[src/hw/rtl/spms_pkg.sv]
// Shared types and constants for the semantic pixel match scorer.
// No dependencies; imported by every module of the block.
package spms_pkg;

    localparam int FRAME_SCORE_W   = 29;
    localparam int FRAME_MATCHES_W = 22;

    // Configuration register indexes
    typedef enum logic [2:0] {
        CFG_EXACT_TOL   = 3'd0,
        CFG_W_EXACT     = 3'd1,
        CFG_W_ROAD      = 3'd2,
        CFG_W_SIDEWALK  = 3'd3,
        CFG_W_CAR       = 3'd4,
        CFG_W_BUILDING  = 3'd5,
        CFG_W_TERRAIN   = 3'd6
    } cfg_idx_t;

    // Register reset values
    localparam logic [7:0] RST_EXACT_TOL  = 8'd10;
    localparam logic [7:0] RST_W_EXACT    = 8'd10;
    localparam logic [7:0] RST_W_ROAD     = 8'd7;
    localparam logic [7:0] RST_W_SIDEWALK = 8'd15;
    localparam logic [7:0] RST_W_CAR      = 8'd100;
    localparam logic [7:0] RST_W_BUILDING = 8'd7;
    localparam logic [7:0] RST_W_TERRAIN  = 8'd20;

    // Class colour centres (blue, green, red) and windows
    localparam logic [7:0] ROAD_B = 8'd128, ROAD_G = 8'd64,  ROAD_R = 8'd128;
    localparam logic [7:0] SIDE_B = 8'd232, SIDE_G = 8'd35,  SIDE_R = 8'd244;
    localparam logic [7:0] CAR_B  = 8'd142, CAR_G  = 8'd0,   CAR_R  = 8'd0;
    localparam logic [7:0] BLDG_B = 8'd70,  BLDG_G = 8'd70,  BLDG_R = 8'd70;
    localparam logic [7:0] TERR_B = 8'd152, TERR_G = 8'd251, TERR_R = 8'd152;
    localparam logic [7:0] WIN_NARROW = 8'd5;
    localparam logic [7:0] WIN_WIDE   = 8'd10;
    localparam logic [7:0] ROAD_RB_TOL = 8'd10;
    localparam logic [7:0] SIDE_RB_TOL = 8'd15;
    localparam logic [7:0] CAR_DARK    = 8'd10;
    localparam logic [7:0] BLDG_TOL    = 8'd5;
    localparam logic [7:0] TERR_RB_TOL = 8'd5;

    typedef struct packed {
        logic [7:0] exact_tolerance;
        logic [7:0] weight_exact;
        logic [7:0] weight_road;
        logic [7:0] weight_sidewalk;
        logic [7:0] weight_car;
        logic [7:0] weight_building;
        logic [7:0] weight_terrain;
    } cfg_t;

    typedef struct packed {
        logic [7:0] seg_blue;
        logic [7:0] seg_green;
        logic [7:0] seg_red;
        logic [7:0] map_blue;
        logic [7:0] map_green;
        logic [7:0] map_red;
        logic       frame_end;
    } pixel_t;

    typedef struct packed {
        logic [7:0]                 out_blue;
        logic [7:0]                 out_green;
        logic [7:0]                 out_red;
        logic [7:0]                 pixel_weight;
        logic                       frame_done;
        logic [FRAME_SCORE_W-1:0]   frame_score;
        logic [FRAME_MATCHES_W-1:0] frame_matches;
    } result_t;

endpackage

[src/hw/rtl/semantic_pixel_match_scorer.sv]
// Semantic pixel match scorer, top level. Depends on spms_pkg.
// Pipeline: 2 register stages; a request leaves the input register once the output is free.
// Throughput: one pixel per cycle unless stalled; input register, rule logic, result register.
// While a result waits on stall the input register takes one more request, then input stalls.
// Reset clears valids and frame totals and loads register defaults.
module semantic_pixel_match_scorer
    import spms_pkg::*;
#(
    parameter int MAX_PIXELS = 2097152
)
(
    input  logic       clk,
    input  logic       rst_n,
    input  logic       pixel_valid,
    output logic       pixel_stall,
    input  pixel_t     pixel,
    output logic       result_valid,
    input  logic       result_stall,
    output result_t    result,
    input  logic       cfg_valid,
    output logic       cfg_ready,
    input  logic [2:0] cfg_index,
    input  logic [7:0] cfg_data
);

    cfg_t       cfg;
    pixel_t     s1_pix_reg;
    logic       s1_valid_reg, s1_valid_next;
    logic       out_valid_reg, out_valid_next;
    logic       out_free;
    logic       advance;
    logic       load_s1;
    logic [7:0] weight;

    assign cfg_ready = 1'b1;

    spms_cfg_regs u_cfg (
        .clk      (clk),
        .rst_n    (rst_n),
        .wr_en    (cfg_valid),
        .wr_index (cfg_index),
        .wr_data  (cfg_data),
        .cfg      (cfg)
    );

    // Pipeline flow control
    assign out_free    = !out_valid_reg || !result_stall;
    assign advance     = s1_valid_reg && out_free;
    assign pixel_stall = s1_valid_reg && !out_free;
    assign load_s1     = pixel_valid && !pixel_stall;

    always_comb
    begin
        if (load_s1)
            s1_valid_next = 1'b1;
        else if (advance)
            s1_valid_next = 1'b0;
        else
            s1_valid_next = s1_valid_reg;

        if (advance)
            out_valid_next = 1'b1;
        else if (out_free)
            out_valid_next = 1'b0;
        else
            out_valid_next = out_valid_reg;
    end

    always_ff @(posedge clk or negedge rst_n)
    begin
        if (!rst_n)
        begin
            s1_valid_reg  <= 1'b0;
            out_valid_reg <= 1'b0;
        end
        else
        begin
            s1_valid_reg  <= s1_valid_next;
            out_valid_reg <= out_valid_next;
        end
    end

    // Input payload register
    always_ff @(posedge clk)
    begin
        if (load_s1)
            s1_pix_reg <= pixel;
    end

    spms_rules u_rules (
        .pix    (s1_pix_reg),
        .cfg    (cfg),
        .weight (weight)
    );

    spms_accum #(
        .MAX_PIXELS (MAX_PIXELS)
    ) u_accum (
        .clk    (clk),
        .rst_n  (rst_n),
        .load   (advance),
        .pix    (s1_pix_reg),
        .weight (weight),
        .result (result)
    );

    assign result_valid = out_valid_reg;

endmodule

[src/hw/rtl/spms_cfg_regs.sv]
// Configuration register file: seven 8-bit registers, written by index.
// Depends on spms_pkg.
module spms_cfg_regs
    import spms_pkg::*;
(
    input  logic       clk,
    input  logic       rst_n,
    input  logic       wr_en,
    input  logic [2:0] wr_index,
    input  logic [7:0] wr_data,
    output cfg_t       cfg
);

    cfg_t cfg_reg;
    cfg_t cfg_next;

    // Write decode; unknown indexes are dropped
    always_comb
    begin
        cfg_next = cfg_reg;
        if (wr_en)
        begin
            unique case (wr_index)
                CFG_EXACT_TOL:  cfg_next.exact_tolerance = wr_data;
                CFG_W_EXACT:    cfg_next.weight_exact    = wr_data;
                CFG_W_ROAD:     cfg_next.weight_road     = wr_data;
                CFG_W_SIDEWALK: cfg_next.weight_sidewalk = wr_data;
                CFG_W_CAR:      cfg_next.weight_car      = wr_data;
                CFG_W_BUILDING: cfg_next.weight_building = wr_data;
                CFG_W_TERRAIN:  cfg_next.weight_terrain  = wr_data;
                default:        cfg_next = cfg_reg;
            endcase
        end
    end

    always_ff @(posedge clk or negedge rst_n)
    begin
        if (!rst_n)
        begin
            cfg_reg.exact_tolerance <= RST_EXACT_TOL;
            cfg_reg.weight_exact    <= RST_W_EXACT;
            cfg_reg.weight_road     <= RST_W_ROAD;
            cfg_reg.weight_sidewalk <= RST_W_SIDEWALK;
            cfg_reg.weight_car      <= RST_W_CAR;
            cfg_reg.weight_building <= RST_W_BUILDING;
            cfg_reg.weight_terrain  <= RST_W_TERRAIN;
        end
        else
        begin
            cfg_reg <= cfg_next;
        end
    end

    assign cfg = cfg_reg;

endmodule

[src/hw/rtl/spms_rules.sv]
// Class rule evaluation: picks the weight of the first matching rule.
// Pure combinational; depends on spms_pkg.
module spms_rules
    import spms_pkg::*;
(
    input  pixel_t     pix,
    input  cfg_t       cfg,
    output logic [7:0] weight
);

    function automatic logic [7:0] absdiff(input logic [7:0] a, input logic [7:0] b);
        return (a > b) ? (a - b) : (b - a);
    endfunction

    function automatic logic near3(
        input logic [7:0] sb, input logic [7:0] sg, input logic [7:0] sr,
        input logic [7:0] cb, input logic [7:0] cg, input logic [7:0] cr,
        input logic [7:0] win);
        return (absdiff(sb, cb) < win) && (absdiff(sg, cg) < win) &&
               (absdiff(sr, cr) < win);
    endfunction

    logic       map_black;
    logic       hit_exact, hit_road, hit_side, hit_car, hit_bldg, hit_terr;
    logic [9:0] g_x4;       // 4 * map green
    logic [10:0] g1_x4_w;   // 4 * (map green + 1), at most 1024

    // Ratio tests as shifts of the green channel
    assign g_x4    = {pix.map_green, 2'b00};
    assign g1_x4_w = {1'b0, g_x4} + 11'd4;

    assign map_black = (pix.map_blue == 8'd0) && (pix.map_green == 8'd0) &&
                       (pix.map_red == 8'd0);

    assign hit_exact = near3(pix.seg_blue, pix.seg_green, pix.seg_red,
                             pix.map_blue, pix.map_green, pix.map_red,
                             cfg.exact_tolerance);

    // road: map red and blue close, both below 4*(green+1)
    assign hit_road = near3(pix.seg_blue, pix.seg_green, pix.seg_red,
                            ROAD_B, ROAD_G, ROAD_R, WIN_NARROW) &&
                      (absdiff(pix.map_red, pix.map_blue) < ROAD_RB_TOL) &&
                      ({3'b000, pix.map_red} < g1_x4_w) &&
                      ({3'b000, pix.map_blue} < g1_x4_w);

    // sidewalk: red and blue dominate four times the green
    assign hit_side = near3(pix.seg_blue, pix.seg_green, pix.seg_red,
                            SIDE_B, SIDE_G, SIDE_R, WIN_NARROW) &&
                      (absdiff(pix.map_red, pix.map_blue) < SIDE_RB_TOL) &&
                      ({2'b00, pix.map_red} > g_x4) &&
                      ({2'b00, pix.map_blue} > g_x4);

    // car: blue map with dark red and green
    assign hit_car = near3(pix.seg_blue, pix.seg_green, pix.seg_red,
                           CAR_B, CAR_G, CAR_R, WIN_NARROW) &&
                     (pix.map_green < CAR_DARK) && (pix.map_red < CAR_DARK) &&
                     (pix.map_blue > CAR_DARK);

    // building: grey map pixel
    assign hit_bldg = near3(pix.seg_blue, pix.seg_green, pix.seg_red,
                            BLDG_B, BLDG_G, BLDG_R, WIN_NARROW) &&
                      (absdiff(pix.map_red, pix.map_green) < BLDG_TOL) &&
                      (absdiff(pix.map_green, pix.map_blue) < BLDG_TOL) &&
                      (absdiff(pix.map_blue, pix.map_red) < BLDG_TOL);

    // terrain: green dominant map pixel
    assign hit_terr = near3(pix.seg_blue, pix.seg_green, pix.seg_red,
                            TERR_B, TERR_G, TERR_R, WIN_WIDE) &&
                      (absdiff(pix.map_red, pix.map_blue) < TERR_RB_TOL) &&
                      (pix.map_green > pix.map_blue) &&
                      (pix.map_green > pix.map_red);

    // Priority select; first hit ends the search even with a zero weight
    always_comb
    begin
        if (map_black)
            weight = 8'd0;
        else if (hit_exact)
            weight = cfg.weight_exact;
        else if (hit_road)
            weight = cfg.weight_road;
        else if (hit_side)
            weight = cfg.weight_sidewalk;
        else if (hit_car)
            weight = cfg.weight_car;
        else if (hit_bldg)
            weight = cfg.weight_building;
        else if (hit_terr)
            weight = cfg.weight_terrain;
        else
            weight = 8'd0;
    end

endmodule

[src/hw/rtl/spms_accum.sv]
// Frame accumulators (saturating score and match count) and result register.
// Depends on spms_pkg.
module spms_accum
    import spms_pkg::*;
#(
    parameter int MAX_PIXELS = 2097152
)
(
    input  logic       clk,
    input  logic       rst_n,
    input  logic       load,
    input  pixel_t     pix,
    input  logic [7:0] weight,
    output result_t    result
);

    localparam longint unsigned SCORE_MAX_L = 64'd255 * 64'(MAX_PIXELS);
    localparam int SCORE_BITS = $clog2(SCORE_MAX_L + 64'd1);
    localparam int CNT_BITS   = $clog2(64'(MAX_PIXELS) + 64'd1);
    localparam int SCORE_W = (SCORE_BITS > FRAME_SCORE_W) ? SCORE_BITS : FRAME_SCORE_W;
    localparam int CNT_W   = (CNT_BITS > FRAME_MATCHES_W) ? CNT_BITS : FRAME_MATCHES_W;
    localparam logic [SCORE_W:0]  SCORE_MAX = (SCORE_W+1)'(SCORE_MAX_L);
    localparam logic [CNT_W-1:0]  CNT_MAX   = CNT_W'(MAX_PIXELS);

    logic [SCORE_W-1:0] score_reg, score_next;
    logic [CNT_W-1:0]   count_reg, count_next;
    result_t            result_reg, result_next;

    logic               matched;
    logic [SCORE_W:0]   score_add;
    logic [SCORE_W-1:0] score_upd;
    logic [CNT_W-1:0]   count_upd;

    assign matched = (weight != 8'd0);

    // Saturating score add and match count
    always_comb
    begin
        score_add = {1'b0, score_reg} + (SCORE_W+1)'(weight);
        if (!matched)
            score_upd = score_reg;
        else if (score_add > SCORE_MAX)
            score_upd = SCORE_MAX[SCORE_W-1:0];
        else
            score_upd = score_add[SCORE_W-1:0];

        if (matched && (count_reg < CNT_MAX))
            count_upd = count_reg + CNT_W'(1);
        else
            count_upd = count_reg;
    end

    // Result payload and accumulator next state
    always_comb
    begin
        score_next  = score_reg;
        count_next  = count_reg;
        result_next = result_reg;
        if (load)
        begin
            result_next.out_blue     = matched ? pix.map_blue  : 8'd0;
            result_next.out_green    = matched ? pix.map_green : 8'd0;
            result_next.out_red      = matched ? pix.map_red   : 8'd0;
            result_next.pixel_weight = weight;
            result_next.frame_done   = pix.frame_end;
            if (pix.frame_end)
            begin
                result_next.frame_score   = score_upd[FRAME_SCORE_W-1:0];
                result_next.frame_matches = count_upd[FRAME_MATCHES_W-1:0];
                score_next = '0;
                count_next = '0;
            end
            else
            begin
                result_next.frame_score   = '0;
                result_next.frame_matches = '0;
                score_next = score_upd;
                count_next = count_upd;
            end
        end
    end

    always_ff @(posedge clk or negedge rst_n)
    begin
        if (!rst_n)
        begin
            score_reg <= '0;
            count_reg <= '0;
        end
        else
        begin
            score_reg <= score_next;
            count_reg <= count_next;
        end
    end

    // Payload register, no reset
    always_ff @(posedge clk)
    begin
        result_reg <= result_next;
    end

    assign result = result_reg;

endmodule

[config.mk]
export PLATFORM = sky130hd
export DESIGN_NAME = semantic_pixel_match_scorer
export DESIGN_NICKNAME = d
export VERILOG_FILES = /design/src/hw/rtl/spms_pkg.sv /design/src/hw/rtl/semantic_pixel_match_scorer.sv /design/src/hw/rtl/spms_cfg_regs.sv /design/src/hw/rtl/spms_rules.sv /design/src/hw/rtl/spms_accum.sv
export SDC_FILE = /design/constraint.sdc
export NUM_CORES = 1
export LEC_CHECK = 0
export CORE_ASPECT_RATIO = 1.25
export CORE_MARGIN = 1
export CORE_UTILIZATION = 65
export CTS_BUF_LIST = sky130_fd_sc_hd__clkbuf_8
export DETAILED_ROUTE_END_ITERATION = 7
export DONT_BUFFER_PORTS = 1
export GPL_TIMING_DRIVEN = 1
export PLACE_DENSITY = 0.8
export SETUP_SLACK_MARGIN = 0.1
export SLEW_MARGIN = 5
export SYNTH_ARGS = -nofsm -noshare
export SYNTH_HDL_FRONTEND = slang
export SYNTH_SLANG_ARGS = --single-unit
[constraint.sdc]
create_clock -name clk -period 10.5 [get_ports clk]
set_input_delay 1.05 -clock clk [delete_from_list [all_inputs] [get_ports clk]]
set_output_delay 1.05 -clock clk [all_outputs]
set_load 0.01 [all_outputs]
==> results of run 1 <==
==> critical path, delay by kind of cell, from the launching register on <==
family,cells,cell delay (ps)
simple gates,13,2090
buf+inv,5,890
flops,1,520
compound gates,20,4510
fa+ha+maj,4,1240
xor+xnor,1,230
==> worst min path at each step <==
stage                                         start                                end  slack [ps]  cells after the start
after global routing                          rst_n  u_accum.count_reg[17]$_DFFE_PN0P_         120                      0
after CTS                                     rst_n          u_cfg.cfg[53]$_DFFE_PN0P_         120                      0
after floorplan            s1_valid_reg$_DFFE_PN0P_           result_valid$_DFFE_PN0P_         460                      1
final                                         rst_n          u_cfg.cfg[53]$_DFFE_PN0P_         130                      0
after detailed placement  u_cfg.cfg[11]$_DFFE_PN0P_          u_cfg.cfg[11]$_DFFE_PN0P_         490                      1
after global placement     s1_valid_reg$_DFFE_PN0P_           result_valid$_DFFE_PN0P_         470                      1
==> cell type report <==
cell class	count	share of cell area [%]
sequential	242	30.4
inverter	119	2.03
clock buffer	43	2.67
timing repair buffer	75	2.60
clock inverter	30	0.971
antenna	3	0.0339
multi-input combinational	1778	59.0
tap	407	2.30
==> logic make-up after synthesis <==
| kind of cell | count (synthesis) | share of synthesized area (%) |
|---|---|---|
| and+or+nand+nor | 747 | 19.7 |
| AOI/OAI and AO/OA | 645 | 21.8 |
| DFF | 242 | 32.5 |
| buffers and inverters | 238 | 4.72 |
| adders and majority gates | 206 | 12.9 |
| xor gates and xnor gates | 90 | 3.80 |
| muxes | 89 | 4.62 |
| other | 1 | 0.0181 |
==> per-stage QoR <==
stage                     hold slack [ps]  setup WS [ps]  utilization, %  power (mW)  instances
after floorplan                       457           1760               -        2.67       2258
after global placement                474            602            68.1        3.12       2612
after detailed placement              490            344            68.1        3.17       2612
after CTS                             121            293            70.6        4.02       2685
after global routing                  122            151            71.1        4.32       2696
final                                 134            723            71.1        4.15       2697
==> where the power goes <==
part | internal [mW] | switching [mW]
Clock | 0.437 | 0.424
Combinational | 0.658 | 1.21
Sequential | 1.24 | 0.184
Total | 2.33 | 1.82
==> repair_timing <==
item / CTS / global route
resized for setup: 0 / 11
endpoints found under the setup margin: 0 / 58
setup buffers: 0 / 9
==> placed cells by master (no fill, tap or decap), types with 48 or more instances in the layout <==
master and count:
xnor2_1 58, nor2_1 153, inv_1 127, nand2b_1 48
dfrtp_1 90, buf_4 74, nand3_1 72, a21oi_1 126
edfxtp_1 133, o21ai_0 122, nand2_1 129, ha_1 194
mux2_2 53
==> per-layer routing <==
metal	share of wire (%)	GRT usage, %
met1	35	47.0
met5	0.018	0
met4	8.3	30.8
met3	10	10.9
met2	47	71.2
==> flow_summary.toml, run 1 <==
[outcome]
status = "complete, but fails checks"
violations = "DRC"

[drt]
vias_per_cell = 7.05
drc = 1
vias = 19000
first_pass_iters = 8
ant_nets = 0
routed_wl_um = 70500
avgRoutedWirePerCell_um = 26.1
drtIter0Drc = 2156

[worst_setup_path]
regToRegEndpoint = "u_accum.result[45]$_SDFFCE_PN0P_"
cp_slowest_stage_delay_ps = 520
reg2reg_depth = 43
critPathLaunch = "s1_pix_reg[25]$_DFFE_PP_"
cp.required_ps = 10830
critPathLaunchType = "flop"
cp_slowest_cell = "edfxtp_1"
crit_fanout = 19
criticalPathCategory = "flop to flop"
reg2reg_from = "s1_pix_reg[25]$_DFFE_PP_"
cp_common_cell = "a21oi_1"
endpoint = "u_accum.result[45]$_SDFFCE_PN0P_"
rrSetupSlack_ps = 720
cp-end-kind = "flop"
worst_ep_arrival_time_ps = 10110

[synthesis]
synth_area_um2 = 20700
ys_top_cells_by_count = "ha_1, nor2_1, edfxtp_1"
synth_top_cell_by_area = "edfxtp_1"
synth-edff-count = 133
synth_area_leaders = "edfxtp_1, ha_1, dfrtp_1"
synth_ff_type = "edfxtp_1"
synth_seq_cells = 242
yosysSeqAreaShare_pct = 32.5
yosysMostFrequentCell = "ha_1"
netlist_instances = 2258
yosys_warnings = 0
yosys.cell_types.count = 102
ys_async_sr_fraction_pct = 45.0
synth_top_area_share_pct = 19.3
synth.net_count = 2529
syn_area_per_cell_um2 = 9.18

[timing]
finClkSkew_ps = 66.3
finalCriticalPeriod_ps = 9780
rsz0062_at_grt = "false"
hold_violations = 0
relSlewSlack_pct = 17.0
fmax_mhz = 102
fin_crit_sh_pct = 93.1
final_max_slew_viol_count = 0
setup_viol = 0
setup_tns_ps = 0
tightest_slew_ps = 1230

[clock_tree]
cts_max_path_buffers = 3
clock-root-buffer = "clkbuf_8"
cts_tree = "yes"
cts.sinks = 242
ctsHoldBuffers = 0
clk_pin_slew_ps = 60
clk_latency_ps = 630
htreeDepth = 2
numCtsBuffers = 40

[final_layout]
largest_reg_flops = 84
multi_input_comb_area_um2 = 13100
area_delta_synth_final_pct = 6.94
regArea_um2 = 6750
nets = 2527
drive_gt1_share_pct = 11.2
design_area_um2 = 22200
fill_cells = 2378

[hold_path]
min-delay-path-class = "primary input to async pin"

[grt]
grt_use_total_pct = 42.7
grt-ovfl-total = 0
antenna_found_initial = 5
grt_max_degree = 110
grt_pass1_vias = 18500
grt_first_pass_wirelength_um = 106000

[floorplan]
coreArea_um2 = 31200
rows = 72
die_area_um2 = 32600
die_x_um = 162
ios = 152
initial_core_util_pct = 66.5
die_y_um = 202

[pwr]
p_leak_nw = 9.14
powerDensity_nw_per_um2 = 187
ir_worst_vdd_mv = 0.197

[place]
globalplace.congestion = 1.08
place_area_um2 = 21200
io_buffers = 0
dp_hpwl_um = 51200

[run]
cap_viol_max_count = 0
No activity file was read; power rests on OpenSTA's default activity.
==> run 2, diff against run 1 <==
--- a/config.mk
+++ b/config.mk
@@ -12,7 +12,7 @@
 export DETAILED_ROUTE_END_ITERATION = 7
 export DONT_BUFFER_PORTS = 1
 export GPL_TIMING_DRIVEN = 1
-export PLACE_DENSITY = 0.8
+export PLACE_DENSITY_LB_ADDON = 0.2
 export SETUP_SLACK_MARGIN = 0.1
 export SLEW_MARGIN = 5
 export SYNTH_ARGS = -nofsm -noshare
==> flow_summary.toml, run 2 (synthesized netlist as in run 1, its figures left out) <==
[outcome]
status = "complete, but fails checks"
violations = "capacitance limit, slew limit"

[timing]
holdWs_ps = 152
hold_violations = 0
setup_viol = 0
tightest_slew_ps = 1540
rsz0062_at_grt = "false"
layout_setup_ws_ps = 627
fmax_mhz = 101
finClkSkew_ps = 24.0
final_max_slew_viol_count = 2
setup_tns_ps = 0
relSlewSlack_pct = -4.28
finalCriticalPeriod_ps = 9870
fin_crit_sh_pct = 94.0

[floorplan]
die_x_um = 162
die_area_um2 = 32600
die_y_um = 202
initial_core_util_pct = 66.5
ios = 152
coreArea_um2 = 31200
rows = 72

[grt]
grt_max_degree = 110
grt_pass1_vias = 18500
antenna_found_initial = 2
grt-ovfl-total = 0
grt_use_total_pct = 42.0
grt_first_pass_wirelength_um = 105000

[hold_path]
min-delay-path-class = "primary input to async pin"

[final_layout]
final_cell_mix = "ha_1, nor2_1, edfxtp_1"
multi_input_comb_area_um2 = 13100
nets = 2510
area_delta_synth_final_pct = 6.80
layout_commonest_cell = "ha_1"
regArea_um2 = 6750
fin_cells = 2678
fin_util_pct = 71.0
fill_cells = 2421
design_area_um2 = 22100
largest_reg_flops = 84
drive_gt1_share_pct = 10.6

[pwr]
switching_share_pct = 42.4
power_frac_comb_pct = 42.6
p_leak_nw = 9.09
p_int_mw = 2.42
p_switching_mw = 1.78
powerDensity_nw_per_um2 = 190
clkPwrFrac_pct = 23.6
ir_worst_vdd_mv = 0.180
power_frac_seq_pct = 33.8
totalPowerFinal_mw = 4.20

[clock_tree]
cts_tree = "yes"
htreeDepth = 2
cts.sinks = 242
cts_max_path_buffers = 3
numCtsBuffers = 39
clk_latency_ps = 600
clock-root-buffer = "clkbuf_8"
clk_pin_slew_ps = 60
ctsHoldBuffers = 0

[run]
cap_viol_max_count = 1

[place]
numPlacedInstances = 2603
globalplace.congestion = 1.13
pre_cts_slack_ps = 370
place_area_um2 = 21200
dp_hpwl_um = 50500
io_buffers = 0

[drt]
drtIter0Drc = 2085
ant_nets = 0
drc = 0
avgRoutedWirePerCell_um = 25.7
first_pass_iters = 6
vias_per_cell = 7.06
routed_wl_um = 68900
vias = 18900

[worst_setup_path]
crit_fanout = 19
worst_ep_arrival_time_ps = 10210
cp_slowest_stage_delay_ps = 540
cp.required_ps = 10830
cp_common_cell = "a221o_1"
critPathLaunchType = "flop"
cp_slowest_cell = "edfxtp_1"
cp-end-kind = "flop"
criticalPathCategory = "flop to flop"
[run 2: routing by layer]
metal  part of all wire, %  vias to the layer above  track usage [%]
li1                      -                     8487                -
met1                    35                     8987             46.9
met2                    47                     1072             69.6
met3                   8.2                      364             8.78
met4                   9.3                        0             33.0
met5                     0                        -                0
[run 2: path summary, 6_finish.rpt]
kind	startpoint	end	slack, ps	cells past startpoint
setup / recovery	s1_pix_reg[25]$_DFFE_PP_	u_accum.result[33]$_SDFFCE_PN0P_	630	42
hold / removal	rst_n	u_accum.count_reg[17]$_DFFE_PN0P_	150	0
setup reg to reg	s1_pix_reg[25]$_DFFE_PP_	u_accum.result[33]$_SDFFCE_PN0P_	630	42
hold reg to reg	u_cfg.cfg[1]$_DFFE_PN0P_	u_cfg.cfg[1]$_DFFE_PN0P_	510	1
max in group asynchronous	rst_n	u_cfg.cfg[25]$_DFFE_PN1P_	10090	0
min in group clk	u_cfg.cfg[1]$_DFFE_PN0P_	u_cfg.cfg[1]$_DFFE_PN0P_	510	1
[run 2: power groups by stage]
| stage | Clock, mW | Sequential, mW | Combinational [mW] |
|---|---|---|---|
| 2_1_floorplan | 0 | 1.37 | 1.29 |
| 3_3_place_gp | 0 | 1.43 | 1.66 |
| 3_5_place_dp | 0 | 1.43 | 1.70 |
| 4_1_cts | 0.993 | 1.42 | 1.71 |
| 5_1_grt | 1.03 | 1.43 | 1.91 |
| 6_report | 0.990 | 1.42 | 1.79 |
[run 2: critical path: cells and delay by family (launching register included)]
| family | cells | cell delay, ps |
|---|---|---|
| AND/OR/NAND/NOR | 15 | 2550 |
| buffers and inverters | 4 | 660 |
| XOR/XNOR | 1 | 390 |
| adder cells (fa/ha/maj) | 4 | 1250 |
| flip-flops | 1 | 540 |
| AO/OA/AOI/OAI | 18 | 4170 |
[run 2: cell type report]
type / instances / share of cell area (%)
diodes: 2 / 0.0226
repair buffers: 59 / 2.00
multi-input cells: 1778 / 59.0
well taps: 407 / 2.30
clock inverters: 27 / 1.44
inverters: 119 / 2.03
flip-flops and latches: 242 / 30.5
clock buffers: 44 / 2.74
[run 2: repair_timing]
action                     in CTS  in global routing
gates resized for setup         0                 11
setup buffers                   0                  2
setup endpoints to repair       0                 58
